## src/hdl/dge_pkg.sv

```systemverilog
// Shared types and register codes for the decimal digit glyph emitter.
`default_nettype none

package dge_pkg;

    localparam int CFG_IDX_W  = 2;
    localparam int CFG_DATA_W = 16;

    localparam logic [CFG_IDX_W-1:0] REG_GLYPH_WIDTH = 2'd0;
    localparam logic [CFG_IDX_W-1:0] REG_GLYPH_PITCH = 2'd1;
    localparam logic [CFG_IDX_W-1:0] REG_START_X     = 2'd2;
    localparam logic [CFG_IDX_W-1:0] REG_SIGN_ENABLE = 2'd3;

    localparam logic [3:0] SIGN_GLYPH = 4'd10;

    localparam int SRC_X_W  = 14;
    localparam int DEST_X_W = 17;
    localparam int OUT_DATA_W = 32;

    typedef struct packed {
        logic start;
        logic shift;
        logic scan_step;
        logic load_sign;
        logic load_digit;
    } dge_cmd_t;

    typedef struct packed {
        logic conv_last;
        logic scan_done;
        logic idx_zero;
        logic out_free;
        logic sign_en;
    } dge_status_t;

endpackage

`default_nettype wire

```

## src/hdl/dge_ctrl.sv

```systemverilog
// Sequencer: conversion, leading-zero scan and glyph emission.
`default_nettype none

module dge_ctrl (
    input  wire logic                clk,
    input  wire logic                rst_n,
    input  wire logic                s_tvalid,
    output logic                     s_tready,
    input  wire dge_pkg::dge_status_t status,
    output dge_pkg::dge_cmd_t        cmd
);

    typedef enum logic [2:0] {
        ST_IDLE,
        ST_CONV,
        ST_SCAN,
        ST_SIGN,
        ST_DIGITS
    } state_t;

    state_t state_reg;
    state_t state_next;

    always_comb
    begin
        state_next = state_reg;
        cmd        = '0;
        case (state_reg)
            ST_IDLE:
            begin
                if (s_tvalid)
                begin
                    cmd.start  = 1'b1;
                    state_next = ST_CONV;
                end
            end
            ST_CONV:
            begin
                cmd.shift = 1'b1;
                if (status.conv_last)
                    state_next = ST_SCAN;
            end
            ST_SCAN:
            begin
                if (status.scan_done)
                    state_next = status.sign_en ? ST_SIGN : ST_DIGITS;
                else
                    cmd.scan_step = 1'b1;
            end
            ST_SIGN:
            begin
                if (status.out_free)
                begin
                    cmd.load_sign = 1'b1;
                    state_next    = ST_DIGITS;
                end
            end
            ST_DIGITS:
            begin
                if (status.out_free)
                begin
                    cmd.load_digit = 1'b1;
                    if (status.idx_zero)
                        state_next = ST_IDLE;
                end
            end
            default:
            begin
                state_next = ST_IDLE;
            end
        endcase
    end

    always_ff @(posedge clk or negedge rst_n)
    begin
        if (!rst_n)
            state_reg <= ST_IDLE;
        else
            state_reg <= state_next;
    end

    assign s_tready = (state_reg == ST_IDLE);

endmodule

`default_nettype wire

```

## src/hdl/dge_datapath.sv

```systemverilog
// Serial double-dabble converter, config registers and output word register.
`default_nettype none

module dge_datapath #(
    parameter int MAX_DIGITS = 10,
    parameter int VALUE_BITS = 31
) (
    input  wire logic                                clk,
    input  wire logic                                rst_n,
    input  wire logic                                cfg_we,
    input  wire logic [dge_pkg::CFG_IDX_W-1:0]       cfg_index,
    input  wire logic [dge_pkg::CFG_DATA_W-1:0]      cfg_data,
    input  wire logic [VALUE_BITS-1:0]               value,
    input  wire dge_pkg::dge_cmd_t                   cmd,
    output dge_pkg::dge_status_t                     status,
    input  wire logic                                out_ready,
    output logic                                     out_valid,
    output logic [dge_pkg::SRC_X_W-1:0]              src_x,
    output logic [dge_pkg::DEST_X_W-1:0]             dest_x,
    output logic                                     is_sign,
    output logic                                     last
);

    // enough decimal digits to hold any VALUE_BITS number
    localparam int BCD_DIGITS = (VALUE_BITS + 2) / 3;
    localparam int IDX_W      = $clog2(BCD_DIGITS);
    localparam int IDX_START  = (BCD_DIGITS < MAX_DIGITS ? BCD_DIGITS : MAX_DIGITS) - 1;
    localparam int CNT_W      = $clog2(VALUE_BITS + 1);

    localparam int SW = dge_pkg::SRC_X_W;
    localparam int DW = dge_pkg::DEST_X_W;

    logic [9:0]  glyph_width_reg;
    logic [9:0]  glyph_pitch_reg;
    logic [15:0] start_x_reg;
    logic        sign_enable_reg;

    logic [VALUE_BITS-1:0]        bin_reg;
    logic [BCD_DIGITS-1:0][3:0]   bcd_reg;
    logic [BCD_DIGITS-1:0][3:0]   bcd_adj;
    logic [BCD_DIGITS-1:0][3:0]   bcd_next;
    logic [CNT_W-1:0]             cnt_reg;
    logic [IDX_W-1:0]             idx_reg;
    logic [DW-1:0]                acc_reg;

    logic                         out_valid_reg;
    logic [SW-1:0]                src_x_reg;
    logic [DW-1:0]                dest_x_reg;
    logic                         is_sign_reg;
    logic                         last_reg;

    logic [3:0]                   cur_digit;
    logic                         high_nz;
    logic [DW-1:0]                start_ext;
    logic [DW-1:0]                pitch_ext;
    logic [SW-1:0]                digit_src;
    logic [SW-1:0]                sign_src;

    // add-3 correction, then shift left one bit with the next binary MSB
    always_comb
    begin
        for (int d = 0; d < BCD_DIGITS; d++)
        begin
            bcd_adj[d] = (bcd_reg[d] >= 4'd5) ? bcd_reg[d] + 4'd3 : bcd_reg[d];
        end
        for (int d = 0; d < BCD_DIGITS; d++)
        begin
            if (d == 0)
                bcd_next[d] = {bcd_adj[d][2:0], bin_reg[VALUE_BITS-1]};
            else
                bcd_next[d] = {bcd_adj[d][2:0], bcd_adj[d-1][3]};
        end
    end

    // nonzero digits beyond the emitted window force leading zeros to be kept
    always_comb
    begin
        high_nz = 1'b0;
        for (int d = 0; d < BCD_DIGITS; d++)
        begin
            if (d >= MAX_DIGITS)
                high_nz = high_nz | (bcd_reg[d] != 4'd0);
        end
    end

    assign cur_digit = bcd_reg[idx_reg];
    assign start_ext = {start_x_reg[15], start_x_reg};
    assign pitch_ext = {{(DW-10){1'b0}}, glyph_pitch_reg};
    assign digit_src = {{(SW-4){1'b0}}, cur_digit} * {{(SW-10){1'b0}}, glyph_width_reg};
    assign sign_src  = {{(SW-4){1'b0}}, dge_pkg::SIGN_GLYPH}
                     * {{(SW-10){1'b0}}, glyph_width_reg};

    always_comb
    begin
        status.conv_last = (cnt_reg == CNT_W'(1));
        status.idx_zero  = (idx_reg == '0);
        status.scan_done = high_nz || (cur_digit != 4'd0) || (idx_reg == '0);
        status.out_free  = !out_valid_reg || out_ready;
        status.sign_en   = sign_enable_reg;
    end

    always_ff @(posedge clk or negedge rst_n)
    begin
        if (!rst_n)
        begin
            glyph_width_reg <= 10'd16;
            glyph_pitch_reg <= 10'd16;
            start_x_reg     <= 16'd0;
            sign_enable_reg <= 1'b0;
        end
        else if (cfg_we)
        begin
            case (cfg_index)
                dge_pkg::REG_GLYPH_WIDTH: glyph_width_reg <= cfg_data[9:0];
                dge_pkg::REG_GLYPH_PITCH: glyph_pitch_reg <= cfg_data[9:0];
                dge_pkg::REG_START_X:     start_x_reg     <= cfg_data;
                dge_pkg::REG_SIGN_ENABLE: sign_enable_reg <= cfg_data[0];
                default: ;
            endcase
        end
    end

    always_ff @(posedge clk or negedge rst_n)
    begin
        if (!rst_n)
            out_valid_reg <= 1'b0;
        else if (cmd.load_sign || cmd.load_digit)
            out_valid_reg <= 1'b1;
        else if (out_ready)
            out_valid_reg <= 1'b0;
    end

    always_ff @(posedge clk)
    begin
        if (cmd.start)
        begin
            bin_reg <= value;
            bcd_reg <= '0;
            cnt_reg <= CNT_W'(VALUE_BITS);
            idx_reg <= IDX_W'(IDX_START);
            acc_reg <= start_ext + pitch_ext;
        end
        if (cmd.shift)
        begin
            bcd_reg <= bcd_next;
            bin_reg <= {bin_reg[VALUE_BITS-2:0], 1'b0};
            cnt_reg <= cnt_reg - CNT_W'(1);
        end
        if (cmd.scan_step)
            idx_reg <= idx_reg - IDX_W'(1);
        if (cmd.load_sign)
        begin
            src_x_reg   <= sign_src;
            dest_x_reg  <= start_ext;
            is_sign_reg <= 1'b1;
            last_reg    <= 1'b0;
        end
        if (cmd.load_digit)
        begin
            src_x_reg   <= digit_src;
            dest_x_reg  <= acc_reg;
            is_sign_reg <= 1'b0;
            last_reg    <= (idx_reg == '0);
            acc_reg     <= acc_reg + pitch_ext;
            idx_reg     <= idx_reg - IDX_W'(1);
        end
    end

    assign out_valid = out_valid_reg;
    assign src_x     = src_x_reg;
    assign dest_x    = dest_x_reg;
    assign is_sign   = is_sign_reg;
    assign last      = last_reg;

endmodule

`default_nettype wire

```

## src/hdl/decimal_digit_glyph_emitter.sv

```systemverilog
// Top level: splits a binary number into decimal digit glyph positions.
// Per number: accept, serial double-dabble conversion, leading-zero scan, then one word
// per cycle while the output is not stalled (sign glyph first if enabled); the next
// number is accepted once the final word sits in the output register.
// Reset (rst_n low, async): idle, m_tvalid low, width/pitch 16, start_x 0, sign off.
`default_nettype none

module decimal_digit_glyph_emitter #(
    parameter int MAX_DIGITS = 10,
    parameter int VALUE_BITS = 31
) (
    input  wire logic                              clk,
    input  wire logic                              rst_n,
    input  wire logic                              cfg_we,
    input  wire logic [dge_pkg::CFG_IDX_W-1:0]     cfg_index,
    input  wire logic [dge_pkg::CFG_DATA_W-1:0]    cfg_data,
    input  wire logic                              s_tvalid,
    output logic                                   s_tready,
    // s_tdata: value, zero padded
    input  wire logic [((VALUE_BITS+7)/8)*8-1:0]   s_tdata,
    output logic                                   m_tvalid,
    input  wire logic                              m_tready,
    // m_tdata: src_x[13:0], dest_x[30:14], zero pad[31]
    output logic [dge_pkg::OUT_DATA_W-1:0]         m_tdata,
    // m_tuser: is_sign
    output logic                                   m_tuser,
    output logic                                   m_tlast
);

    dge_pkg::dge_cmd_t    cmd;
    dge_pkg::dge_status_t status;

    logic [dge_pkg::SRC_X_W-1:0]  src_x;
    logic [dge_pkg::DEST_X_W-1:0] dest_x;

    dge_ctrl u_ctrl (
        .clk      (clk),
        .rst_n    (rst_n),
        .s_tvalid (s_tvalid),
        .s_tready (s_tready),
        .status   (status),
        .cmd      (cmd)
    );

    dge_datapath #(
        .MAX_DIGITS (MAX_DIGITS),
        .VALUE_BITS (VALUE_BITS)
    ) u_datapath (
        .clk       (clk),
        .rst_n     (rst_n),
        .cfg_we    (cfg_we),
        .cfg_index (cfg_index),
        .cfg_data  (cfg_data),
        .value     (s_tdata[VALUE_BITS-1:0]),
        .cmd       (cmd),
        .status    (status),
        .out_ready (m_tready),
        .out_valid (m_tvalid),
        .src_x     (src_x),
        .dest_x    (dest_x),
        .is_sign   (m_tuser),
        .last      (m_tlast)
    );

    assign m_tdata = {1'b0, dest_x, src_x};

endmodule

`default_nettype wire

```

## config.mk

```make
export PLATFORM = sky130hd
export DESIGN_NAME = decimal_digit_glyph_emitter
export DESIGN_NICKNAME = d
export VERILOG_FILES = /design/src/hdl/dge_pkg.sv /design/src/hdl/dge_ctrl.sv /design/src/hdl/dge_datapath.sv /design/src/hdl/decimal_digit_glyph_emitter.sv
export SDC_FILE = /design/constraint.sdc
export NUM_CORES = 1
export LEC_CHECK = 0
export ABC_AREA = 1
export BUFFER_PORTS_ARGS = -buffer_cell sky130_fd_sc_hd__buf_2
export CORE_MARGIN = 5
export CORE_UTILIZATION = 50
export DETAILED_ROUTE_END_ITERATION = 8
export PLACE_DENSITY_LB_ADDON = 0.05
export SYNTH_ARGS = -nofsm -noshare
export SYNTH_HDL_FRONTEND = slang
export SYNTH_SLANG_ARGS = --single-unit
```

## constraint.sdc

```tcl
create_clock -name clk -period 6.61 [get_ports clk]
set_clock_uncertainty 0.1 [all_clocks]
set_input_delay 0.3305 -clock clk [delete_from_list [all_inputs] [get_ports clk]]
set_output_delay 0.3305 -clock clk [all_outputs]
set_load 0.05 [all_outputs]
```

## Word level (Yosys, flattened, before mapping)

Cells that the tools add are included.

- Add/subtract/negate cells: 15
- Multipliers: 2
- Order comparisons: 12
- Equal/unequal tests: 14
- Multiplexer cells: 48
- Reductions and logical operators: 20

Operators by type and width:

| operator | count |
|---|---|
| two-way mux 44 bit | 2 |
| two-way mux 17 bit | 4 |
| two-way mux 31 bit | 2 |
| two-way mux 4 bit | 14 |
| greater-or-equal comparator 4 x 3 -> 1 bit, second input constant | 11 |
| adder 4 x 2 -> 4 bit, second input constant | 10 |
| two-way mux 14 bit | 2 |
| two-way mux 3 bit | 8 |
| adder 16 x 11 -> 17 bit | 1 |
| adder 17 x 10 -> 17 bit | 1 |
| binary-select mux 4 bit (select 4 bit) | 1 |
| one-hot mux 3 bit (5 select lines) | 1 |
| multiplier 4 x 10 -> 14 bit | 1 |
| multiplier 3 x 10 -> 13 bit, first input constant | 1 |
| two-way mux 1 bit | 12 |
| != test 2 bit, second input constant | 6 |
| two-way mux 5 bit | 2 |
| AND reduction 2 bit | 4 |
| nonzero test 2 bit | 4 |
| nonzero test 4 bit | 2 |
| == test 3 x 2 -> 1 bit, second input constant | 2 |
| AND reduction 6 bit | 1 |
| == test 5 x 1 -> 1 bit, second input constant | 1 |
| < comparator 4 x 5 -> 1 bit, second input constant | 1 |
| other kinds (13) | 17 |

- Register bits: 175
- Output and inout port bits: 36
- Logic and storage cells: 137

## Longest topological paths before layout

Gate-level depths: netlist (run 1).

- Depth after elaboration: 9
- Mapped depth: 23

## Hierarchy

A second synthesis (run 1) with hierarchy kept.

- Cells, all modules: 1535
- Area total of the unflattened synthesis: 11886.4 sq um

By module, submodules not included:

| module | times used | cells an instance | area an instance (sq um) |
|---|---|---|---|
| dge_datapath | 1 | 1488 | 11601.1 |
| dge_ctrl | 1 | 45 | 274.0 |
| decimal_digit_glyph_emitter | 1 | 2 | 11.3 |

## Least setup slack after synthesis (run 1)

OpenSTA, ideal clock, no wires.

- Path kind: reg2reg
- Start point: register u_datapath.idx_reg[0]
- End point: register u_datapath.src_x_reg[10], in the netlist u_datapath.src_x[10], data pin
- Setup time: 0.252 ns
- Arrival: 3.433 ns
- Data required time: 6.258 ns
- Setup slack: 2.825 ns
- Stages on the path, launching flop included: 22
- Cells stage by stage: edfxtp_1 -> inv_2 -> buf_6 -> nand2_1 -> nand3_1 -> nand3_1 -> nand3_1 -> nand2_2 -> inv_2 -> nor2_1 -> fa_1 -> inv_1 -> fa_1 -> inv_1 -> ha_1 -> a21oi_1 -> o21ai_0 -> a21oi_1 -> o21bai_1 -> xor2_1 -> nand2_1 -> nand2_1

- Cells in the longest elaborated chain, start to end: 4

RTL lines:

| item | line | source |
|---|---|---|
| from (decl) | dge_datapath.sv:43 | `logic [IDX_W-1:0] idx_reg;` |
| from (signal assigned) | dge_datapath.sv:140 | `idx_reg <= IDX_W'(IDX_START);` |
| from (signal assigned) | dge_datapath.sv:150 | `idx_reg <= idx_reg - IDX_W'(1);` |
| from (signal assigned) | dge_datapath.sv:165 | `idx_reg <= idx_reg - IDX_W'(1);` |
| binary-select mux 4 bit (select 4 bit) | dge_datapath.sv:86 | `assign cur_digit = bcd_reg[idx_reg];` |
| two-way mux 4 bit (not written as such) | dge_datapath.sv:86 |  |
| multiplier 4 x 10 -> 14 bit | dge_datapath.sv:89 | `assign digit_src = {{(SW-4){1'b0}}, cur_digit} * {{(SW-10){1'b0}}, glyph_width_reg};` |
| two-way mux 14 bit | dge_datapath.sv:158 | `if (cmd.load_digit)` |
| to (signal assigned) | dge_datapath.sv:153 | `src_x_reg <= sign_src;` |
| to (signal assigned) | dge_datapath.sv:160 | `src_x_reg <= digit_src;` |
| to (decl) | dge_datapath.sv:47 | `logic [SW-1:0] src_x_reg;` |

No other way between the ends. The select of a mux whose other input is x is not followed.
A chain may end at the register's enable or synchronous reset.

## Worst setup path in the final report (run 1)

Ends and elaborated chain as after synthesis.

==> metrics.txt, run 1 <==
status=finished clean; initial core utilization=50.8%; list of most frequent post-synthesis cells=sky130_fd_sc_hd__nand2_1, sky130_fd_sc_hd__inv_1, sky130_fd_sc_hd__edfxtp_1; maximum root-to-sink buffer count=2; Setup TNS=0 ns; relative area change from synthesis to final layout=11.6%; Worst Tran Pin Value=1.07 ns; dominant register cell in the synthesized netlist=sky130_fd_sc_hd__edfxtp_1; Clk pin slew, worst setup/hold paths=0.08 ns; final routed wirelength across all metal layers=25300 um; pwr/cell area=447 mW/mm^2; standby leakage power=5.64 nW; per-cell via count in the routed design=5.35; level count of the clock H-tree=4; top cell type by total area after synthesis=sky130_fd_sc_hd__edfxtp_1; beginning of the worst register-to-register path=u_datapath.idx_reg[0]; number of ports placed on the die boundary=91; diodes inserted=0; clock tree from TritonCTS=yes; Yosys warnings=0; category of the most critical setup path=flip-flop to flip-flop; reg-to-reg endpoint=u_datapath.src_x[10]; global-route wire length before repair=41300 um; final design instance area without fill=0.0123 mm^2; dominant cell by count in the synthesized netlist=sky130_fd_sc_hd__nand2_1; number of detailed-routing iterations run before antenna repair=6; fraction of registers with async set/reset=23.4%; count of vias placed by the detailed router=8755; placed cell areas=0.0117 mm^2; row cnt=54; initial drt markers=649; final layout net count=1496; Mapped Avg Cell Area=8.70 um^2; HPWL Detailed=17600 um; average wire length per cell after detail routing=15.5 um; unrepaired setup endpoints after global routing=no; Synth top area share=35.9%; peak fanout along the critical path=23; fraction of final layout cells with drive strength greater than 1=10.8%; max-slew violations=0; portion of the post-synthesis area used by sequential elements=45.6%; type of the most critical hold path=input pin to flip-flop; final weighted congestion of routability-driven global placement=0.866; clock insertion delay at the later pin of the skew report=0.45 ns; Register-to-Register Path Depth=19; worst stage delay on the critical path=0.85 ns; clock net sink count=175; peak clock frequency supported by timing=0.208 GHz; Overall Power=0.00551 W; final hold violation count=0; cell count after synthesis=1269; root buffer cell=sky130_fd_sc_hd__clkbuf_16; via count of the first global-routing pass=8451; total global routing track utilization=20.5%; remaining antenna violation count after routing=0; cell depth of the worst min-delay path=2; unique cell type count in the Yosys netlist=48; max reg flops=44; slew margin rel.=28.5%; I/O Buffers=88; cell mode on critical path=sky130_fd_sc_hd__nand2_1; register bit total from synthesis=175; element type at the critical path start=flip-flop; fin crit share=72.7%; Final Setup Violations=0; crit path cell chain=inv_2 > o21ai_0 > o21ai_0 > nand2_1 > nand2_1 > inv_2 > nor2_1 > fa_1 > inv_1 > fa_1 > inv_1 > ha_1 > a21oi_1 > o21ai_0 > a21oi_1 > o21bai_1 > xor2_1 > nand2_1 > nand2_1; sum of overflow across all layers after global routing=0; origin of the worst min-delay path=cfg_data[11]; R2R setup slack=1.80 ns; Max stage delay cell, worst path=sky130_fd_sc_hd__edfxtp_1; CP Data Arrival Time=4.90 ns; Endpoint, Worst Hold=u_datapath.start_x_reg[11]; dominant cells by area after synthesis=sky130_fd_sc_hd__edfxtp_1, sky130_fd_sc_hd__nand2_1, sky130_fd_sc_hd__ha_1, sky130_fd_sc_hd__dfrtp_1, sky130_fd_sc_hd__o21ai_0; post-detailed-route DRC marker count=0; maximum vdd drop=0.236 mV; Net Count, Synth=1423; data required time of the critical path=6.70 ns; placeable core region=0.0218 mm^2; EDFF count, synth=132; max-cap violations=0; combined area of all synthesized cells=0.0110 mm^2; clock buffers created by TritonCTS=17; minimum period implied by the final worst setup slack=4.81 ns; initial antenna violation count=0; Die W=159 um; height of the die=159 um; endpoint type of the worst setup path=flip-flop; maximum number of pins on one net before global-route repair=80; Die ar.=0.0252 mm^2
[repair_timing]
item                                   4_1_cts  5_1_grt
endpoints found under the hold margin       39        0
setup endpoints to repair                    0        0
buffers inserted                             0        0
gates resized for setup                      0        0
hold buffers                                 1        0
[critical path: cells and delay by family, from the launching register on]
family / cells / cell delay (ns)
flip-flops: 1 / 0.85
adder cells (fa/ha/maj): 3 / 1.37
XOR/XNOR: 1 / 0.14
AO/OA/AOI/OAI: 6 / 1.09
buffers and inverters: 4 / 0.63
AND/OR/NAND/NOR: 5 / 0.36
[final cells by class]
class	instances	area [um^2]
clock buffer	17	425
clock inverter	15	199
fill	2025	9430
inverter	169	634
multi-input combinational	886	5210
sequential	175	5030
tap	280	350
timing repair buffer	93	480
[metal layers]
layer | vias up | wire length [um] | global-route usage (%)
met5 | - | 0 | 0
met4 | 0 | 307 | 5.73
met3 | 23 | 981 | 3.10
met2 | 174 | 11400 | 32.5
met1 | 4097 | 12600 | 29.6
li1 | 4461 | - | -
[kinds of logic (layout without fill, tap and decap cells)]
family | after synthesis | in the layout | synth area share [%]
AND/OR/NAND/NOR | 481 | 481 | 17.9
adder cells (fa/ha/maj) | 99 | 99 | 12.5
buffers and inverters | 208 | 294 | 7.45
AO/OA/AOI/OAI | 283 | 283 | 14.7
multiplexers | 3 | 3 | 0.295
XOR/XNOR | 19 | 19 | 1.51
flip-flops | 175 | 175 | 45.6
other | 1 | 1 | 0.0340
[cell usage in the layout (no fill, tap or decap), types with 2 or more instances in the layout]
cell type	n
sky130_fd_sc_hd__nand2_1	272
sky130_fd_sc_hd__inv_1	162
sky130_fd_sc_hd__edfxtp_1	132
sky130_fd_sc_hd__o21ai_0	130
sky130_fd_sc_hd__nor2_1	104
sky130_fd_sc_hd__a21oi_1	91
sky130_fd_sc_hd__buf_2	88
sky130_fd_sc_hd__ha_1	80
sky130_fd_sc_hd__nand3_1	76
sky130_fd_sc_hd__dfrtp_1	39
sky130_fd_sc_hd__a32o_1	29
sky130_fd_sc_hd__fa_1	19
sky130_fd_sc_hd__clkbuf_16	17
sky130_fd_sc_hd__xor2_1	12
sky130_fd_sc_hd__nor3_1	8
sky130_fd_sc_hd__xnor2_1	7
sky130_fd_sc_hd__inv_2	6
sky130_fd_sc_hd__o21bai_1	6
sky130_fd_sc_hd__clkinv_8	6
sky130_fd_sc_hd__o22ai_1	5
sky130_fd_sc_hd__nand4_1	5
sky130_fd_sc_hd__a211oi_1	5
sky130_fd_sc_hd__o21ai_1	4
sky130_fd_sc_hd__inv_6	4
sky130_fd_sc_hd__buf_4	4
sky130_fd_sc_hd__nand2_2	3
sky130_fd_sc_hd__o211ai_1	3
sky130_fd_sc_hd__or2_2	3
sky130_fd_sc_hd__inv_8	3
sky130_fd_sc_hd__nor2_4	2
sky130_fd_sc_hd__a21o_1	2
sky130_fd_sc_hd__a21boi_0	2
sky130_fd_sc_hd__a31oi_1	2
sky130_fd_sc_hd__mux2_2	2
sky130_fd_sc_hd__inv_12	2
sky130_fd_sc_hd__dfxtp_1	2
sky130_fd_sc_hd__dfstp_2	2
[metrics by stage]
step / setup slack [ns] / util, % / hold slack, ns / std cells
detailed placement: 1.83 / 53.7 / 0.348 / 1602
floorplan: 2.82 / - / -0.0651 / 1269
finish: 1.80 / 56.7 / 0.0185 / 1635
global route: 1.42 / 56.7 / 0.0286 / 1635
CTS: 1.83 / 56.7 / 0.0118 / 1635
global placement: 1.89 / 53.7 / 0.340 / 1602
[how the worst max path moves through the flow]
| stage | start | to | slack, ns | cells past startpoint |
|---|---|---|---|---|
| final | u_datapath.idx_reg[0] | u_datapath.src_x[10] | 1.80 | 19 |
| after global routing | u_datapath.idx_reg[0] | u_datapath.src_x[10] | 1.42 | 19 |
| after CTS | u_datapath.idx_reg[0] | u_datapath.src_x[10] | 1.83 | 19 |
| after detailed placement | u_datapath.idx_reg[0] | u_datapath.src_x[10] | 1.83 | 19 |
| after global placement | u_datapath.idx_reg[0] | u_datapath.src_x[10] | 1.89 | 19 |
| after floorplan | u_datapath.idx_reg[0] | u_datapath.src_x[10] | 2.82 | 21 |
[where the power goes]
| group | total, W | switching [W] | internal, W |
|---|---|---|---|
| clock | 0.00106 | 0.000534 | 0.000523 |
| sequential | 0.00207 | 0.000255 | 0.00181 |
| combinational | 0.00239 | 0.00167 | 0.000717 |
No activity file was read; power rests on OpenSTA's default activity.
==> run 2, diff against run 1 <==
- clock period: 6.61 -> 4.7 ns (I/O delays scaled with it)
==> run 2 against run 1 <==
Net effect: die area did not move; clock power rose by 44%; global-route usage rose by 0.21 points; setup slack got worse by 1.3 ns; critical endpoint is now u_datapath.src_x[13]; critical path type unchanged; first-iteration DRC count fell by 25%; power rose by 42%; core utilization rose by 1.1 points.
==> metrics.txt, run 2 (synthesis results as in run 1) <==
status=finished clean; register share of total power=37.0%; data required time of the critical path=4.79 ns; origin of the worst min-delay path=s_tdata[1]; number of ports placed on the die boundary=91; switching power=0.00349 W; count of vias placed by the detailed router=8915; placed cell areas=0.0117 mm^2; Comb pwr share=43.5%; type of the most critical hold path=input pin to flip-flop; clock tree from TritonCTS=yes; buffers inserted during post-CTS setup optimization=0; peak fanout along the critical path=23; Worst Tran Pin Value=1.08 ns; internal power=0.00433 W; standby leakage power=5.75 nW; clock insertion delay at the later pin of the skew report=0.44 ns; height of the die=159 um; remaining antenna violation count after routing=0; per-cell via count in the routed design=5.38; reg-to-reg endpoint=u_datapath.src_x[13]; maximum number of pins on one net before global-route repair=80; average wire length per cell after detail routing=15.2 um; final routed wirelength across all metal layers=25300 um; peak clock frequency supported by timing=0.236 GHz; clock group share of total power=19.5%; max-slew violations=0; Die ar.=0.0252 mm^2; global-route wire length before repair=41500 um; final layout net count=1519; Clk pin slew, worst setup/hold paths=0.09 ns; root buffer cell=sky130_fd_sc_hd__clkbuf_16; via count of the first global-routing pass=8391; element type at the critical path start=flip-flop; initial antenna violation count=0; post-detailed-route DRC marker count=0; max reg flops=44; clock net sink count=175; unrepaired setup endpoints after global routing=no; placeable core region=0.0218 mm^2; initial core utilization=50.8%; beginning of the worst register-to-register path=u_datapath.idx_reg[0]; endpoint type of the worst setup path=flip-flop; row cnt=54; Layout Cells excl Fill=1658; Final Setup Violations=0; Register-to-Register Path Depth=20; level count of the clock H-tree=4; Endpoint, Worst Hold=u_datapath.bin_reg[1]; HPWL Detailed=17700 um; number of placed cells counting well taps=1607; Setup TNS=0 ns; total global routing track utilization=20.7%; initial drt markers=485; pwr/cell area=623 mW/mm^2; fraction of power spent switching nets=44.6%; max-cap violations=0; # resized after CTS=0; final design instance area without fill=0.0126 mm^2; number of detailed-routing iterations run before antenna repair=5; sum of overflow across all layers after global routing=0; final hold violation count=0; CP Data Arrival Time=4.33 ns; R2R setup slack=0.46 ns; I/O Buffers=88; minimum period implied by the final worst setup slack=4.24 ns; category of the most critical setup path=flip-flop to flip-flop; Fin Hold WS=0.0216 ns; Overall Power=0.00782 W; most common library cell in the layout ignoring fill and taps=sky130_fd_sc_hd__nand2_1; commonest cells after routing, fill and taps aside=sky130_fd_sc_hd__nand2_1, sky130_fd_sc_hd__inv_1, sky130_fd_sc_hd__edfxtp_1; relative area change from synthesis to final layout=13.7%; fin crit share=90.3%; final weighted congestion of routability-driven global placement=0.869; cell depth of the worst min-delay path=3; diodes inserted=0; maximum root-to-sink buffer count=2; slew margin rel.=28.3%; clock buffers created by TritonCTS=17; maximum vdd drop=0.332 mV; Die W=159 um; fraction of final layout cells with drive strength greater than 1=11.0%
==> run 2: cell types whose count changed in the layout (fill, tap and decap cells not counted) <==
cell,delta
sky130_fd_sc_hd__buf_4,+5
sky130_fd_sc_hd__clkinv_8,-1
sky130_fd_sc_hd__dlygate4sd3_1,+18
sky130_fd_sc_hd__inv_12,+2
sky130_fd_sc_hd__inv_8,+3
sky130_fd_sc_hd__inv_6,-4
==> run 2: worst max-delay path by stage <==
| stage | start | endpoint | slack, ns | depth (start not counted) |
|---|---|---|---|---|
| floorplan | u_datapath.idx_reg[0] | u_datapath.src_x[10] | 0.91 | 21 |
| global placement | u_datapath.idx_reg[0] | u_datapath.src_x[10] | 0.51 | 20 |
| detailed placement | u_datapath.idx_reg[0] | u_datapath.src_x[10] | 0.49 | 20 |
| CTS | u_datapath.idx_reg[0] | u_datapath.src_x[10] | 0.48 | 20 |
| global route | u_datapath.idx_reg[0] | u_datapath.src_x[11] | 0.17 | 22 |
| finish | u_datapath.idx_reg[0] | u_datapath.src_x[13] | 0.46 | 20 |
==> run 2: per-stage QoR <==
step,setup slack [ns],utilization (%)
after global placement,0.512,53.9
after detailed placement,0.491,53.9
after CTS,0.476,57.7
after floorplan,0.915,-
final,0.455,57.7
after global routing,0.174,57.7
==> run 2: power by group through the flow <==
stage                     clock network [W]  registers (W)  logic [W]
after CTS                           0.00155        0.00290    0.00343
after global placement                    0        0.00291    0.00335
after global routing                0.00162        0.00297    0.00389
final                               0.00153        0.00289    0.00340
after detailed placement                  0        0.00292    0.00339
after floorplan                           0        0.00312    0.00233
==> run 2: timing repair <==
action	in CTS	in global routing
hold buffers	19	0
endpoints found under the hold margin	57	0
setup endpoints to repair	0	0
==> run 2: cell type report <==
class / instances / area (um^2)
fill: 1978 / 9200
multi-input combinational: 886 / 5210
sequential: 175 / 5030
timing repair buffer: 116 / 698
inverter: 169 / 634
clock buffer: 17 / 425
tap: 280 / 350
clock inverter: 15 / 214
==> run 2: worst max-delay path: stages, from the launching register on <==
cell                       delay, ns
sky130_fd_sc_hd__edfxtp_1       0.40
sky130_fd_sc_hd__inv_2          0.29
sky130_fd_sc_hd__nand2_1        0.09
sky130_fd_sc_hd__nand3_1        0.08
sky130_fd_sc_hd__nand3_1        0.09
sky130_fd_sc_hd__nand3_1        0.12
sky130_fd_sc_hd__nand2_1        0.13
sky130_fd_sc_hd__inv_2          0.18
sky130_fd_sc_hd__nor2_1         0.08
sky130_fd_sc_hd__fa_1           0.50
sky130_fd_sc_hd__inv_1          0.05
sky130_fd_sc_hd__fa_1           0.52
sky130_fd_sc_hd__inv_1          0.04
sky130_fd_sc_hd__ha_1           0.36
sky130_fd_sc_hd__a21o_1         0.20
sky130_fd_sc_hd__a21boi_0       0.28
sky130_fd_sc_hd__nand2_1        0.14
sky130_fd_sc_hd__nand2_1        0.08
sky130_fd_sc_hd__nand2_1        0.07
sky130_fd_sc_hd__nor2_1         0.09
sky130_fd_sc_hd__o21ai_0        0.08
==> run 2: layer usage <==
metal  GRT usage, %  part of all wire (%)
met5              0                     0
met4           5.65                   1.5
met3           3.40                   3.6
met2           32.3                    46
met1           30.3                    49
==> run 3, diff against run 2 <==
- ABC_AREA: 1 -> default
- CTS_CLUSTER_DIAMETER: default -> 120
==> run 3 against run 2 <==
Net effect: setup slack got worse by 0.36 ns; register-to-register slack got worse by 0.36 ns; non-clock buffer count rose by 62; critical path depth fell by 3; area after synthesis down 0.83%; sequential power rose by 6%; cell count down 9.9%; sequential share of layout area shrank 1.8 points; wire length down 6.1%; largest cell class unchanged; largest power group unchanged.
==> metrics.txt, run 3 <==
highest routed layer=met4; clock net sink count=175; register bit total from synthesis=175; final routed wirelength across all metal layers=23700 um; endpoint type of the worst setup path=flip-flop; max-slew violations=0; element type at the critical path start=flip-flop; Endpoint, Worst Hold=u_datapath.start_x_reg[3]; diodes inserted=0; category of the most critical setup path=flip-flop to flip-flop; cell depth of the worst min-delay path=2; max-cap violations=0; minimum period implied by the final worst setup slack=4.60 ns; internal power=0.00500 W; most common library cell in the layout ignoring fill and taps=sky130_fd_sc_hd__nand2_1; fraction of final layout cells with drive strength greater than 1=21.6%; synthesized-area fraction occupied by adder cells=12.6%; origin of the worst min-delay path=cfg_data[3]; Comb pwr share=48.4%; dominant cells by area after synthesis=sky130_fd_sc_hd__edfxtp_1, sky130_fd_sc_hd__ha_1, sky130_fd_sc_hd__dfrtp_1, sky130_fd_sc_hd__nand2_1, sky130_fd_sc_hd__mux2_2; clock insertion delay at the later pin of the skew report=0.43 ns; fraction of power spent switching nets=42.2%; cell count after synthesis=1042; HPWL Detailed=16500 um; row cnt=54; Die W=158 um; Die ar.=0.0250 mm^2; initial antenna violation count=0; count of vias placed by the detailed router=7921; fraction of registers with async set/reset=23.4%; dominant register cell in the synthesized netlist=sky130_fd_sc_hd__edfxtp_1; largest family of logic cells by synthesized area=simple AND/OR/NAND/NOR gates; final weighted congestion of routability-driven global placement=0.763; sum of overflow across all layers after global routing=0; I/O Buffers=88; Yosys warnings=0; number of placed cells counting well taps=1416; portion of the post-synthesis area used by sequential elements=45.9%; unrepaired setup endpoints after global routing=yes; reg-to-reg endpoint=u_datapath.src_x[12]; sum of met3 wire segment lengths after detailed routing=820 um; placeable core region=0.0217 mm^2; Synth top area share=36.2%; area occupied by multi-input gates=0.00571 mm^2; EDFF count, synth=132; total routed wire length on the met1 layer=11400 um; combined area of all synthesized cells=0.0110 mm^2; crit path launch=u_datapath.idx_reg[0]; register share of total power=35.4%; placed cell areas=0.0120 mm^2; maximum vdd drop=0.327 mV; remaining antenna violation count after routing=0; Seq. cell area=0.00503 mm^2; CP Data Arrival Time=4.69 ns; R2R setup slack=0.1 ns; max reg flops=44; pwr/cell area=658 mW/mm^2; level count of the clock H-tree=4; number of fill cells=1830; post-detailed-route DRC marker count=0; Final Setup Violations=0; Register-to-Register Path Depth=17; via count of the first global-routing pass=7971; post-synthesis simple-gate area fraction=14.6%; top cell type by total area after synthesis=sky130_fd_sc_hd__edfxtp_1; Worst Tran Pin Value=1.17 ns; commonest cells after routing, fill and taps aside=sky130_fd_sc_hd__nand2_1, sky130_fd_sc_hd__edfxtp_1, sky130_fd_sc_hd__buf_2; per-cell via count in the routed design=5.30; root buffer cell=sky130_fd_sc_hd__clkbuf_16; Layout Cells excl Fill=1494; average wire length per cell after detail routing=15.9 um; Mapped Avg Cell Area=10.5 um^2; final design instance area without fill=0.0132 mm^2; XOR/XNOR Fraction of Synth Area=4.72%; dominant cell by count in the synthesized netlist=sky130_fd_sc_hd__nand2_1; Setup TNS=0 ns; peak fanout along the critical path=4; maximum root-to-sink buffer count=2; number of ports placed on the die boundary=91; list of most frequent post-synthesis cells=sky130_fd_sc_hd__nand2_1, sky130_fd_sc_hd__edfxtp_1, sky130_fd_sc_hd__nor2_1; total global routing track utilization=19.9%; switching power=0.00366 W; peak clock frequency supported by timing=0.217 GHz; final layout net count=1355; final hold violation count=0; fin crit share=98.0%; global-route wire length before repair=40000 um; complex-gate fraction of the synthesized area=12.3%; slew margin rel.=22.0%; Clk pin slew, worst setup/hold paths=0.07 ns; clock tree from TritonCTS=yes; proportion of synthesized area in mux cells=6.08%; height of the die=158 um; status=finished clean; beginning of the worst register-to-register path=u_datapath.idx_reg[0]; metal2 WL=11300 um; Net Count, Synth=1196; standby leakage power=5.54 nW; number of detailed-routing iterations run before antenna repair=5; initial core utilization=50.5%; unique cell type count in the Yosys netlist=68; initial drt markers=388; data required time of the critical path=4.79 ns; clock group share of total power=16.2%; clock buffers created by TritonCTS=17; relative area change from synthesis to final layout=20.2%; maximum number of pins on one net before global-route repair=80; type of the most critical hold path=input pin to flip-flop
run 3: final cells by class:
type	count	share of cell area, %
sequential	175	38.2
clock buffer	18	3.34
inverter	65	1.85
clock inverter	14	1.03
timing repair buffer	178	9.46
tap	280	2.66
multi-input combinational	764	43.4
run 3: through the flow:
step           utilization [%]  total power [W]  hold slack, ns  setup slack [ns]
6_report                  60.7          0.00866          0.0147            0.0955
3_5_place_dp              55.2          0.00712           0.320            -0.128
2_1_floorplan                -          0.00606          -0.161            0.0122
5_1_grt                   60.7          0.00938         0.00120            -0.106
4_1_cts                   60.1          0.00866        0.000185          -0.00793
3_3_place_gp              55.2          0.00707           0.322            -0.125
run 3: kinds of logic after synthesis:
| logic type | count (synthesis) |
|---|---|
| other | 1 |
| buffers and inverters | 103 |
| flip-flops | 175 |
| AO/OA/AOI/OAI | 203 |
| XOR/XNOR | 59 |
| AND/OR/NAND/NOR | 346 |
| multiplexers | 56 |
| adder cells (fa/ha/maj) | 99 |
run 3: layer usage:
layer  global-route usage (%)  vias to the layer above
met3                     3.50                       14
met4                     3.90                        0
met1                     27.8                     3783
li1                         -                     4009
met5                        0                        -
met2                     33.1                      115
run 3: worst max path at each step:
| stage | depth (start not counted) | slack, ns | endpoint |
|---|---|---|---|
| floorplan | 18 | 0.01 | u_datapath.src_x[12] |
| global placement | 18 | -0.13 | u_datapath.src_x[13] |
| detailed placement | 18 | -0.13 | u_datapath.src_x[13] |
| CTS | 18 | -0.008 | u_datapath.src_x[13] |
| global route | 17 | -0.11 | u_datapath.src_x[12] |
| finish | 17 | 0.1 | u_datapath.src_x[12] |
run 3: critical path, stage by stage (launching register included):
cell,delay (ns)
sky130_fd_sc_hd__edfxtp_1,0.43
sky130_fd_sc_hd__buf_6,0.14
sky130_fd_sc_hd__mux4_2,0.50
sky130_fd_sc_hd__nor2_2,0.11
sky130_fd_sc_hd__nor3_2,0.06
sky130_fd_sc_hd__a21oi_2,0.16
sky130_fd_sc_hd__buf_12,0.14
sky130_fd_sc_hd__nand2b_4,0.12
sky130_fd_sc_hd__fa_1,0.44
sky130_fd_sc_hd__fa_2,0.52
sky130_fd_sc_hd__fa_2,0.36
sky130_fd_sc_hd__and2b_1,0.21
sky130_fd_sc_hd__o21ai_2,0.06
sky130_fd_sc_hd__a21oi_2,0.21
sky130_fd_sc_hd__o221ai_4,0.16
sky130_fd_sc_hd__a2111oi_4,0.32
sky130_fd_sc_hd__o21ai_1,0.09
sky130_fd_sc_hd__a31o_2,0.24
run 3: power groups by stage:
| stage | clock network [W] | registers, W | logic [W] |
|---|---|---|---|
| finish | 0.00140 | 0.00306 | 0.00419 |
| global route | 0.00151 | 0.00315 | 0.00473 |
| CTS | 0.00143 | 0.00307 | 0.00416 |
| detailed placement | 0 | 0.00308 | 0.00403 |
| global placement | 0 | 0.00309 | 0.00398 |
| floorplan | 0 | 0.00329 | 0.00277 |
run 3: what timing repair did:
action / in CTS / in global routing
hold buffers: 38 / 1
resized for setup: 24 / 12
setup endpoints to repair: 3 / 4
pin swaps: 21 / 7
setup buffers: 2 / 5
hold endpoints to repair: 82 / 1
